### src/rtl/hhi_pkg.sv
// hhi_pkg: shared widths, constants, register indexes and sideband type
// for the heightmap hillshade intensity pipeline. No dependencies.
`default_nettype none

package hhi_pkg;

    localparam int COORD_W    = 12;
    localparam int HGT_W      = 8;
    localparam int MAP_W      = 13;
    localparam int MS_W       = 17;
    localparam int CFG_W      = 16;
    localparam int IDX_W      = 3;
    localparam int Q15_W      = 16;
    localparam int LIGHT_W    = 16;
    localparam int N_W        = 10;
    localparam int L_W        = 17;
    localparam int DOT_W      = 27;
    localparam int ADOT_W     = 26;
    localparam int NN_W       = 20;
    localparam int LL_W       = 32;
    localparam int P_W        = 52;
    localparam int CMP_W      = 59;
    localparam int RAD_SHIFT  = 12;
    localparam int RAD_W      = 64;
    localparam int ROOT_W     = 32;
    localparam int REM_W      = 34;
    localparam int FRAC_SHIFT = 21;
    localparam int NUM_W      = 48;
    localparam int Q_W        = 16;
    localparam int DREM_W     = 32;

    localparam logic [Q15_W-1:0] CLAMP_Q15 = 16'd9830;
    localparam logic [Q15_W-1:0] ONE_Q15   = 16'd32768;

    localparam logic [MAP_W-1:0]   MAP_SIZE_RST = 13'd4096;
    localparam logic [Q15_W-1:0]   AMBIENT_RST  = 16'd6554;
    localparam logic [LIGHT_W-1:0] LIGHT_X_RST  = 16'hFE0C;  // -500
    localparam logic [LIGHT_W-1:0] LIGHT_Y_RST  = 16'd5000;
    localparam logic [LIGHT_W-1:0] LIGHT_Z_RST  = 16'hFE0C;  // -500

    typedef enum logic [IDX_W-1:0] {
        REG_MAP_SIZE,
        REG_AMBIENT,
        REG_LIGHT_X,
        REG_LIGHT_Y,
        REG_LIGHT_Z
    } hhi_reg_t;

    // Per-beat sideband carried alongside the arithmetic
    typedef struct packed {
        logic              border;
        logic              clamp;
        logic [ADOT_W-1:0] adot;
    } hhi_side_t;

endpackage

`default_nettype wire

### src/rtl/hhi_div.sv
// hhi_div: pipelined restoring divider, (|D|*2^21 + S/2) / S, one quotient
// bit per stage; flags a zero divisor. Uses hhi_pkg.
`default_nettype none

module hhi_div (
    input  wire logic                       aclk,
    input  wire logic                       aresetn,
    input  wire logic                       ce,
    input  wire logic                       in_valid,
    input  hhi_pkg::hhi_side_t              in_side,
    input  wire logic [hhi_pkg::ROOT_W-1:0] in_root,
    output logic                            out_valid,
    output hhi_pkg::hhi_side_t              out_side,
    output logic                            out_zero,
    output logic [hhi_pkg::Q_W-1:0]         out_q
);
    import hhi_pkg::*;

    logic [NUM_W-1:0]  num;
    logic [Q_W-1:0]    v_reg;
    logic [Q_W-1:0]    z_reg;
    hhi_side_t         side_reg [Q_W];
    logic [DREM_W-1:0] rem_reg  [Q_W];
    logic [Q_W-1:0]    low_reg  [Q_W];
    logic [Q_W-1:0]    q_reg    [Q_W];
    logic [ROOT_W-1:0] den_reg  [Q_W];

    // quotient never exceeds 2^15, so the top bits start below the divisor
    assign num = {(NUM_W - ADOT_W - FRAC_SHIFT)'(0), in_side.adot, {FRAC_SHIFT{1'b0}}}
               + NUM_W'(in_root >> 1);

    always_ff @(posedge aclk) begin
        if (!aresetn) begin
            v_reg <= '0;
        end else if (ce) begin
            v_reg <= {v_reg[Q_W-2:0], in_valid};
        end
    end

    always_ff @(posedge aclk) begin
        if (ce) begin
            z_reg <= {z_reg[Q_W-2:0], (in_root == '0)};
        end
    end

    for (genvar k = 0; k < Q_W; k++) begin : g_stage
        logic [DREM_W-1:0] rem_in, rem_next;
        logic [Q_W-1:0]    low_in, q_in;
        logic [ROOT_W-1:0] den_in;
        hhi_side_t         side_in;
        logic [DREM_W:0]   t, diff;
        logic              ge;

        if (k == 0) begin : g_first
            assign rem_in  = num[NUM_W-1:Q_W];
            assign low_in  = num[Q_W-1:0];
            assign q_in    = '0;
            assign den_in  = in_root;
            assign side_in = in_side;
        end else begin : g_next
            assign rem_in  = rem_reg[k-1];
            assign low_in  = low_reg[k-1];
            assign q_in    = q_reg[k-1];
            assign den_in  = den_reg[k-1];
            assign side_in = side_reg[k-1];
        end

        always_comb begin
            t        = {rem_in, low_in[Q_W-1]};
            ge       = (t >= (DREM_W+1)'(den_in));
            diff     = t - (DREM_W+1)'(den_in);
            rem_next = ge ? diff[DREM_W-1:0] : t[DREM_W-1:0];
        end

        always_ff @(posedge aclk) begin
            if (ce) begin
                rem_reg[k]  <= rem_next;
                low_reg[k]  <= low_in << 1;
                q_reg[k]    <= {q_in[Q_W-2:0], ge};
                den_reg[k]  <= den_in;
                side_reg[k] <= side_in;
            end
        end
    end

    assign out_valid = v_reg[Q_W-1];
    assign out_zero  = z_reg[Q_W-1];
    assign out_side  = side_reg[Q_W-1];
    assign out_q     = q_reg[Q_W-1];

endmodule

`default_nettype wire

### config.mk
export PLATFORM = sky130hd
export DESIGN_NAME = hhi_div
export DESIGN_NICKNAME = d
export VERILOG_FILES = /design/src/rtl/hhi_pkg.sv /design/src/rtl/hhi_div.sv
export SDC_FILE = /design/constraint.sdc
export NUM_CORES = 2
export LEC_CHECK = 0
export BUFFER_PORTS_ARGS = -buffer_cell sky130_fd_sc_hd__buf_4
export CAP_MARGIN = 20
export CORE_MARGIN = 4
export CORE_UTILIZATION = 50
export CTS_CLUSTER_SIZE = 25
export DETAILED_ROUTE_END_ITERATION = 6
export PLACE_DENSITY = 0.66
export SETUP_SLACK_MARGIN = 0.5
export SYNTH_ARGS = -nofsm -noshare
export SYNTH_HDL_FRONTEND = slang
export SYNTH_SLANG_ARGS = --single-unit
export TNS_END_PERCENT = 20
### constraint.sdc
create_clock -name aclk -period 11.2 [get_ports aclk]
set_input_delay 0.56 -clock aclk [delete_from_list [all_inputs] [get_ports aclk]]
set_output_delay 0.56 -clock aclk [all_outputs]
set_load 0.1 [all_outputs]
==> impl_results.md <==
* CP Max Fanout at 42
* Leak at 35.9 nW
* # setup viols final at 0
* Tmin final at 6.23 ns
* Filler cell count at 13.0k
* CP startpoint kind: input port
* TNS Setup at 0 ns
* Worst path slowest cell: a21oi_1
* Clock Latency Late Sink at 0.81 ns
* Worst Setup Slack, final at 4.97 ns
* CP arrival at 6.74 ns
* Gr ovfl total at 0
* Ys async rst share at 0%
* Initial antenna violation count at 1
* Main synth FF type: edfxtp_1
* Slew headroom at 26.1%
* Reported max-cap violation count at 0
* Final Non-Filler Cells at 9106
* Hold_ws at 0.0985 ns
* Routed Antenna Nets at 0
* Grt met2 use at 36.4%
* Initial Utilization at 50.5%
* Core Area at 159000 um^2
* Max VDD drop at 0.196 mV
* Clock root buffer: clkbuf_16
* Yosys synthesis warning count at 0
* Endpoints failing hold at 0
* Layout cell share with drive strength beyond 1 at 8.92%
* Setup Skew at 0.0500 ns
* Max Freq at 161 MHz
* Place WS at 4.81 ns
* Syn_area_per_cell at 12.2 um^2
* Vias in the first global route at 50.4k
* GRT Overall Usage at 20.0%
* Power Internal at 15.9 mW
* Post-layout util at 56.6%
* Diodes inserted at 0
* Cell taking the most area after synthesis: edfxtp_1
* Number of synthesized flops with an enable pin at 1560
* Die Area at 167000 um^2
* Register area share after synthesis at 58.7%
* Max incr delay on CP at 0.90 ns
* Clock slew at reported path FFs at 0.05 ns
* Placed cells at 8730
* Num rows at 146
* Kind of critical path: in -> reg
* Inserted Clock Buffers at 171
* Status: completed
* P&R area growth vs syn at 12.1%
* Flop2flop setup slack at 6.73 ns
* HPWL Detailed at 125 mm
* CP endpoint kind: flop
* Port bufs at 109
* Combinational power share at 40.3%
* Seq pwr share at 36.4%
* Vias at 50.1k
* Clock network fraction of total power at 23.3%
* Synth Net Count at 7197
* Drt wl/cell at 18.5 um
* First-pass GRT wire length at 268 mm
* H-tree levels at 4
* Area contributors post-synth: edfxtp_1 (58%), ha_1 (8.1%), a21oi_1 (2.9%)
* IO Count at 110
* Worst min-delay path category: in -> reg
* Total routed wirelength at 169 mm
* Synth cell types at 108
* DRT Pass-1 Iters at 6
* Hold_buf cts at 62
* Met1 global-route usage at 23.5%
* Synth top area share at 58.3%
* Pin count of the biggest net entering global routing at 189
* Die height at 409 um
* Top-count cell post-synth: edfxtp_1
* Fin crit share at 55.6%
* Data required, critical path at 11.72 ns
* RSZ-0062 raised after global routing: no
* Slew Viols, Final at 0
* Die Wd at 409 um
* Buffers & Inverters on Critical Path at 3
* Postcts setup bufs at 0
* Final #Nets at 7422
* Starting DRC count in detailed routing at 3275
* CTS tree: yes
* Met3 Use GR at 3.14%
* Most used cell, CP: a21o_1
* Worst-Margin Slew at 1.08 ns
* Synth cell count leaders: edfxtp_1 (1560), inv_1 (614), ha_1 (522)
* Cell family with most CP delay: compound AO/OA/AOI/OAI gates
* Switching pwr at 8.75 mW
* Post-CTS Resized at 0
* CTS sink count at 1576
* RePlAce Congestion at 0.923
* CP cell instances: dlygate4sd3_1 > buf_4 > ha_1 > a21o_1 > a21oi_1 > o21bai_1 > a21o_1 > a21oi_1 > o2111ai_1 > a21oi_1 > nand2b_1 > xnor2_1 > ha_1 > a21o_1 > a21o_1 > a21o_1 > a221oi_1 > o22a_1 > o311ai_1 > a21oi_1 > o21ai_4 > buf_4 > mux2_2
* Net Sw Frac at 35.5%
* GR peak layer: met2
* Cells after Synth at 6595
* Yosys reg bits at 1576
* Residual DRC at 0
* Power Density at 274 nW/um^2
* Synthesized area at 80300 um^2
* Max Root-Sink Buffers at 3
* Via density at 5.50
cell families after synthesis:
kind of cell | after synthesis | share of synthesized area (%)
xor gates and xnor gates | 424 | 4.62
and+or+nand+nor | 1410 | 8.32
buffers and inverters | 767 | 3.78
muxes | 161 | 2.38
DFF | 1576 | 58.7
adders and majority gates | 538 | 8.53
AOI/OAI and AO/OA | 1719 | 13.6
final timing paths:
path,startpoint,endpoint,cells past startpoint
worst max-delay path,in_side[1],rem_reg[0][8]$_DFFE_PP_,23
worst min-delay path,in_root[31],den_reg[0][31]$_DFFE_PP_,1
worst max register to register,den_reg[0][225]$_DFFE_PP_,rem_reg[1][19]$_DFFE_PP_,12
worst min register to register,q_reg[1][73]$_DFFE_PP_,q_reg[1][90]$_DFFE_PP_,0
routing by layer:
metal / wire [um] / part of all wire [%] / up-vias
met5: 0 / 0 / -
met4: 7150 / 4.2 / 0
met3: 6420 / 3.8 / 394
met2: 86600 / 51 / 1073
met1: 68600 / 41 / 23900
li1: - / - / 24800
placed cells by master (no fill, tap or decap), types with 171 or more instances in the layout:
master / Yosys / layout
edfxtp_1: 1560 / 1560
inv_1: 614 / 614
ha_1: 522 / 522
nand2_1: 511 / 511
a21oi_1: 472 / 472
o21ai_0: 471 / 471
nor2_1: 317 / 317
a21o_1: 252 / 252
xnor2_1: 241 / 241
xor2_1: 183 / 183
clkbuf_16: 0 / 171
per-stage QoR:
stage	power, mW	instance area [um^2]
2_1_floorplan	16.6	80300
3_3_place_gp	18.7	83500
3_5_place_dp	18.9	83500
4_1_cts	24.8	90000
5_1_grt	26.4	90100
6_report	24.7	90100
worst reg2reg max path: stages (launching register included):
cell	delay, ns
edfxtp_1	0.43
inv_1	0.08
ha_1	0.23
nor2b_1	0.15
o31ai_1	0.39
a211oi_1	0.23
o21ai_1	0.31
a31oi_1	0.21
o41ai_2	0.45
nor3_1	0.18
o31ai_4	0.63
buf_4	0.48
mux2_2	0.40
cell type report:
type / instances / area (um^2) / share of cell area [%]
clock buffers: 190 / 4350 / 4.83
repair buffers: 199 / 1740 / 1.94
multi-input cells: 4252 / 30200 / 33.5
inverters: 620 / 2330 / 2.58
well taps: 2146 / 2690 / 2.98
clock inverters: 123 / 1590 / 1.76
flip-flops and latches: 1576 / 47200 / 52.4
power by group through the flow:
stage / logic [mW] / registers (mW) / clock network (mW)
floorplan: 7.72 / 8.85 / 0
global placement: 9.64 / 9.07 / 0
detailed placement: 9.84 / 9.09 / 0
CTS: 9.91 / 8.98 / 5.93
global route: 11.1 / 9.08 / 6.20
finish: 9.94 / 8.98 / 5.75
No activity file was read; power rests on OpenSTA's default activity.
