===== src/rtl/hhi_pkg.sv =====
// hhi_pkg: shared widths, constants, register indexes and sideband type
// for the heightmap hillshade intensity pipeline. No dependencies.
`default_nettype none

package hhi_pkg;

    localparam int COORD_W    = 12;
    localparam int HGT_W      = 8;
    localparam int MAP_W      = 13;
    localparam int MS_W       = 17;
    localparam int CFG_W      = 16;
    localparam int IDX_W      = 3;
    localparam int Q15_W      = 16;
    localparam int LIGHT_W    = 16;
    localparam int N_W        = 10;
    localparam int L_W        = 17;
    localparam int DOT_W      = 27;
    localparam int ADOT_W     = 26;
    localparam int NN_W       = 20;
    localparam int LL_W       = 32;
    localparam int P_W        = 52;
    localparam int CMP_W      = 59;
    localparam int RAD_SHIFT  = 12;
    localparam int RAD_W      = 64;
    localparam int ROOT_W     = 32;
    localparam int REM_W      = 34;
    localparam int FRAC_SHIFT = 21;
    localparam int NUM_W      = 48;
    localparam int Q_W        = 16;
    localparam int DREM_W     = 32;

    localparam logic [Q15_W-1:0] CLAMP_Q15 = 16'd9830;
    localparam logic [Q15_W-1:0] ONE_Q15   = 16'd32768;

    localparam logic [MAP_W-1:0]   MAP_SIZE_RST = 13'd4096;
    localparam logic [Q15_W-1:0]   AMBIENT_RST  = 16'd6554;
    localparam logic [LIGHT_W-1:0] LIGHT_X_RST  = 16'hFE0C;  // -500
    localparam logic [LIGHT_W-1:0] LIGHT_Y_RST  = 16'd5000;
    localparam logic [LIGHT_W-1:0] LIGHT_Z_RST  = 16'hFE0C;  // -500

    typedef enum logic [IDX_W-1:0] {
        REG_MAP_SIZE,
        REG_AMBIENT,
        REG_LIGHT_X,
        REG_LIGHT_Y,
        REG_LIGHT_Z
    } hhi_reg_t;

    // Per-beat sideband carried alongside the arithmetic
    typedef struct packed {
        logic              border;
        logic              clamp;
        logic [ADOT_W-1:0] adot;
    } hhi_side_t;

endpackage

`default_nettype wire


===== src/rtl/hhi_skid.sv =====
// hhi_skid: output register plus skid register; registered ready toward
// the pipeline so a downstream stall never ripples back. Uses hhi_pkg.
`default_nettype none

module hhi_skid (
    input  wire logic                       aclk,
    input  wire logic                       aresetn,
    input  wire logic                       in_valid,
    input  wire logic [hhi_pkg::Q15_W-1:0]  in_data,
    output logic                            in_ready,
    output logic                            out_valid,
    output logic [hhi_pkg::Q15_W-1:0]       out_data,
    input  wire logic                       out_ready
);
    import hhi_pkg::*;

    logic             out_valid_reg, skid_valid_reg;
    logic [Q15_W-1:0] out_data_reg, skid_data_reg;

    always_ff @(posedge aclk) begin
        if (!aresetn) begin
            out_valid_reg  <= 1'b0;
            skid_valid_reg <= 1'b0;
        end else if (out_ready || !out_valid_reg) begin
            if (skid_valid_reg) begin
                out_valid_reg  <= 1'b1;
                skid_valid_reg <= 1'b0;
            end else begin
                out_valid_reg  <= in_valid;
            end
        end else if (in_valid && !skid_valid_reg) begin
            skid_valid_reg <= 1'b1;
        end
    end

    always_ff @(posedge aclk) begin
        if (out_ready || !out_valid_reg) begin
            out_data_reg <= skid_valid_reg ? skid_data_reg : in_data;
        end else if (!skid_valid_reg) begin
            skid_data_reg <= in_data;
        end
    end

    assign in_ready  = !skid_valid_reg;
    assign out_valid = out_valid_reg;
    assign out_data  = out_data_reg;

endmodule

`default_nettype wire


===== config.mk =====
export PLATFORM = sky130hd
export DESIGN_NAME = hhi_skid
export DESIGN_NICKNAME = d
export VERILOG_FILES = /design/src/rtl/hhi_pkg.sv /design/src/rtl/hhi_skid.sv
export SDC_FILE = /design/constraint.sdc
export NUM_CORES = 1
export LEC_CHECK = 0
export BUFFER_PORTS_ARGS = -buffer_cell sky130_fd_sc_hd__buf_2
export CAP_MARGIN = 20
export CORE_MARGIN = 2
export CORE_UTILIZATION = 44
export DETAILED_ROUTE_END_ITERATION = 8
export GPL_ROUTABILITY_DRIVEN = 0
export HOLD_SLACK_MARGIN = 0.05
export MAX_ROUTING_LAYER = met4
export PLACE_DENSITY = 0.84
export SYNTH_ARGS = -nofsm -noshare
export SYNTH_HDL_FRONTEND = slang
export SYNTH_SLANG_ARGS = --single-unit

===== constraint.sdc =====
create_clock -name aclk -period 2.05 [get_ports aclk]
set_input_delay 0.41 -clock aclk [delete_from_list [all_inputs] [get_ports aclk]]
set_output_delay 0.41 -clock aclk [all_outputs]
set_load 0.005 [all_outputs]

==> results.yml, run 1 <==
run_status:
  status: "completed"
placement:
  dpl_worst_slack_ns: 0.742
  dp_cells: 129
  dpl.hpwl_mm: 1.35
  io_buffers: 37
clock_network:
  cts_tree: "done"
  cts_buffer_depth: 2
  cts-root-buf: "clkbuf_4"
  post_cts_buffers: 0
  ctsResizeCount: 0
  htreeDepth: 2
  clock_latency_ns: 0.32
  path_clk_slew_ns: 0.09
  postCtsHoldBufs: 0
  numCtsBuffers: 5
  cts_sinks: 34
floorplanning:
  io_pins: 38
  num_rows: 19
  die_area_um2: 3330
  fp.dieW_um: 57.7
  core_um2: 2760
  chipHeight_um: 57.7
  initial_utilization: 0.461
global_routing:
  use_met1: 0.144
  first_global_vias: 686
  grt_pass1_wl_mm: 3.00
  grt_antenna_before_repair: 0
  grt_start_max_net_pins: 18
  top_usage_layer: "met2"
  overflow: 0
  track_usage: 0.131
  use_met2: 0.205
  use_met3: 0.0513
critical_path:
  path_delay_family: "buffers and inverters"
  crit_required_ns: 1.64
  arrival_ns: 1.18
  worstPathCellList: "buf_4 -> inv_1 -> buf_2"
  start_kind: "flop"
  critPathMaxStageDelay_ns: 0.39
  endpoint_kind: "output pin"
  cp_num_buf_inv: 3
  crit_fanout: 17
  slowest_stage: "dfxtp_1"
  path_class: "reg2out"
drt:
  drt-initial-drc-count: 9
  wl_per_cell_um: 13.7
  drt_first_pass_iters: 4
  via_per_inst: 4.77
  remaining_drc_errors: 0
  dr_total_vias: 654
  finalWirelength_mm: 1.88
  ant_nets: 0
timing:
  hold_viol: 0
  whs_ns: 0.315
  clock_skew_ns: 0.00164
  final.min_clock_period_ns: 1.59
  max_freq_mhz: 627
  setup_tns_ns: 0
  setup_viol: 0
  slew_viol_final: 0
  rsz0062_at_grt: "false"
  fin_crit_sh: 0.778
  slew-limit-headroom: 0.833
  worst_pin_slew_ns: 0.251
  worst_slack_ns: 0.456
finish:
  n_antenna_cell: 0
  fin_util: 0.563
  fin_nets: 125
  fin_cells: 137
  drive_gt1_frac: 0.613
  area_growth_syn_to_layout_pct: 22.3
synthesis:
  seq_area_frac_synth: 0.788
  synth_top_cell_by_area: "edfxtp_1"
  syn_nets: 78
  yosysTopAreaCellShare: 0.757
  synthTopCellsByArea: "edfxtp_1 (76%), mux2_4 (8.3%), mux2_2 (8.0%), dfxtp_1 (3.2%), buf_12 (1.6%)"
  synth_area_per_cell_um2: 21.9
  netlist_instances: 58
  synth.distinct_cells: 11
  ys_seq_elements: 34
  synthArstFlopShare: 0
  yosys_warnings: 0
  synth-edff-count: 32
  synth-main-ff-cell: "edfxtp_1"
  synth_commonest_cells: "edfxtp_1 (32), mux2_2 (9), mux2_4 (7)"
  synth.most_common_cell: "edfxtp_1"
  synthesis.area_um2: 1270
power:
  switching_power_mw: 0.253
  ir_drop_mv: 0.459
  leakage_nw: 0.618
  pwr-share-clk: 0.264
  sw_frac_of_total: 0.203
  seqPwrFrac: 0.655
  power_frac_comb: 0.081
  p_per_area_nw_per_um2: 800
  power.internal_mw: 0.990
worst_hold_path:
  hold_class: "in2reg"
job:
  maxCapViolCount: 0
-- area by class of cell --
cell class | instances | area, µm²
clock buffer | 6 | 41.3
clock inverter | 2 | 8.76
fill | 231 | 1200
inverter | 2 | 7.51
multi-input combinational | 20 | 233
sequential | 34 | 1000
tap | 31 | 38.8
timing repair buffer | 42 | 223
-- layer usage --
metal | up-vias | routed length [µm]
met4 | 0 | 34
met1 | 300 | 749
met3 | 5 | 162
met5 | - | 0
met2 | 31 | 933
li1 | 318 | -
-- per-stage QoR --
step	total power, mW	area [µm²]
3_5_place_dp	0.933	1500
5_1_grt	1.29	1550
3_3_place_gp	0.928	1500
4_1_cts	1.25	1550
2_1_floorplan	0.875	1270
6_report	1.24	1550
-- worst paths after layout --
kind                         start  depth (start not counted)  slack (ns)          endpoint
setup / recovery    skid_valid_reg                          3        0.46          in_ready
hold / removal             aresetn                          2        0.31         out_valid
setup reg to reg    skid_valid_reg                          2        0.75       out_data[2]
hold reg to reg   skid_data_reg[1]                          1        0.57  skid_data_reg[1]
-- worst reg2reg max path, stage by stage, from the launching register on --
cell and delay, ns:
dfxtp_1 0.39, buf_4 0.29, mux2_2 0.39
-- logic make-up after synthesis --
group,Yosys count,synth area share
buf+inv,4,0.0305
flops,34,0.788
simple gates,2,0.00788
mux,16,0.163
compound gates,2,0.0108
-- power groups by stage --
stage	registers, mW	clock network [mW]	logic (mW)
after floorplan	0.833	0	0.0429
after global placement	0.829	0	0.0984
after detailed placement	0.830	0	0.103
after CTS	0.814	0.337	0.103
after global routing	0.817	0.365	0.112
final	0.814	0.328	0.101
-- cell usage in the layout, fill, tap and decap left out --
cell type  count
buf_2         37
edfxtp_1      32
mux2_2         9
mux2_4         7
clkbuf_4       5
buf_4          5
inv_1          2
dfxtp_1        2
nor2b_2        1
o31a_1         1
o21ai_0        1
nor2_1         1
clkinv_2       1
clkbuf_1       1
clkinv_1       1
Power figures use the tool's default switching activity.
==> inputs of run 2 (changes only) <==
- clock period: 2.05 -> 1.3 ns (I/O delays scaled with it)
==> results.yml, run 2 (synthesis gave the netlist of run 1 again) <==
placement:
  io_buffers: 37
  dpl.hpwl_mm: 1.41
  dpl_worst_slack_ns: 0.129
  placed_cell_area_um2: 1540
drt:
  finalWirelength_mm: 1.91
  drt-initial-drc-count: 9
  remaining_drc_errors: 0
  dr_total_vias: 682
  wl_per_cell_um: 13.3
  drt_first_pass_iters: 3
  via_per_inst: 4.74
  ant_nets: 0
power:
  ir_drop_mv: 0.953
  p_per_area_nw_per_um2: 1330
  leakage_nw: 0.670
critical_path:
  start_kind: "flop"
  arrival_ns: 0.94
  slowest_stage: "dfxtp_2"
  critPathMaxStageDelay_ns: 0.36
  r2r_slack_ns: 0.12
  timing.rr.end: "skid_data_reg[4]"
  worstPathCellList: "buf_8 -> inv_1 -> buf_2"
  reg2regPathDepth: 3
  crit_start: "skid_valid_reg"
  crit_end: "in_ready"
  endpoint_kind: "output pin"
  crit_required_ns: 1.04
  regToRegStartpoint: "skid_valid_reg"
  crit_fanout: 5
  path_class: "reg2out"
global_routing:
  grt_antenna_before_repair: 0
  track_usage: 0.133
  grt_pass1_wl_mm: 3.08
  first_global_vias: 710
  overflow: 0
  grt_start_max_net_pins: 13
clock_network:
  cts-root-buf: "clkbuf_4"
  postCtsHoldBufs: 0
  path_clk_slew_ns: 0.11
  numCtsBuffers: 5
  htreeDepth: 2
  clock_latency_ns: 0.33
  cts_tree: "done"
  cts_buffer_depth: 2
  cts_sinks: 34
timing:
  setup_viol: 0
  fin_crit_sh: 0.921
  max_freq_mhz: 836
  clock_skew_ns: 0.00716
  final.min_clock_period_ns: 1.20
  slew-limit-headroom: 0.895
  rsz0062_at_grt: "false"
  hold_viol: 0
  whs_ns: 0.160
  slew_viol_final: 0
  worst_slack_ns: 0.103
  worst_pin_slew_ns: 0.155
finish:
  stdcell_area_um2: 1660
  area_growth_syn_to_layout_pct: 31.0
  final_common_cell: "buf_2"
  fin_nets: 132
  layout_common_cells: "buf_2 (37), edfxtp_1 (32), buf_4 (10)"
  drive_gt1_frac: 0.664
  n_antenna_cell: 0
worst_hold_path:
  hold_class: "in2reg"
run_status:
  status: "completed"
floorplanning:
  num_rows: 19
  die_area_um2: 3330
  io_pins: 38
  fp.dieW_um: 57.7
  chipHeight_um: 57.7
  core_um2: 2760
  initial_utilization: 0.461
job:
  maxCapViolCount: 0
## run 2: timing repair
action,CTS,global route
endpoints found under the hold margin,0,0
setup endpoints to repair,1,1
gates resized for setup,3,0
buffers inserted,1,4
## run 2: metal layers
layer  global-route usage  up-vias  routed length [µm]
met1                0.139      318                 760
met2                0.211       30                 955
met5                    -        -                   0
met3               0.0714        3                 187
met4               0.0498        0                  10
li1                     -      331                   -
## run 2: report_power, final
group          leakage [nW]  total [mW]  internal, mW  switching, mW
logic                 0.303       0.171         0.101         0.0702
registers             0.330        1.28          1.27         0.0154
clock network        0.0374       0.755         0.403          0.352
total                 0.670        2.21          1.77          0.438
## run 2: final cells by class
cell class	count	area [µm²]
clock inverters	3	45.0
multi-input cells	20	238
flip-flops and latches	34	1000
inverters	2	7.51
repair buffers	49	295
clock buffers	5	37.5
well taps	31	38.8
fillers	213	1090
## run 2: worst min path at each step
| stage | cells past startpoint | start | endpoint |
|---|---|---|---|
| 3_5_place_dp | 2 | aresetn | out_valid |
| 5_1_grt | 2 | aresetn | out_valid |
| 2_1_floorplan | 1 | aresetn | out_valid |
| 6_report | 2 | aresetn | out_valid |
| 4_1_cts | 2 | aresetn | out_valid |
| 3_3_place_gp | 2 | aresetn | out_valid |
## run 2: stage by stage
| step | setup TNS [ns] | utilization | total power, mW | std cells |
|---|---|---|---|---|
| floorplan | -0.694 | - | 1.38 | 58 |
| global placement | 0 | 0.557 | 1.47 | 131 |
| detailed placement | 0 | 0.557 | 1.48 | 131 |
| CTS | 0 | 0.593 | 2.24 | 140 |
| global route | 0 | 0.603 | 2.30 | 144 |
| finish | 0 | 0.603 | 2.21 | 144 |
## run 2: critical path: cells and delay by family (launching register included)
| family | cells | cell delay (ns) |
|---|---|---|
| buf+inv | 3 | 0.25 |
| flops | 1 | 0.36 |
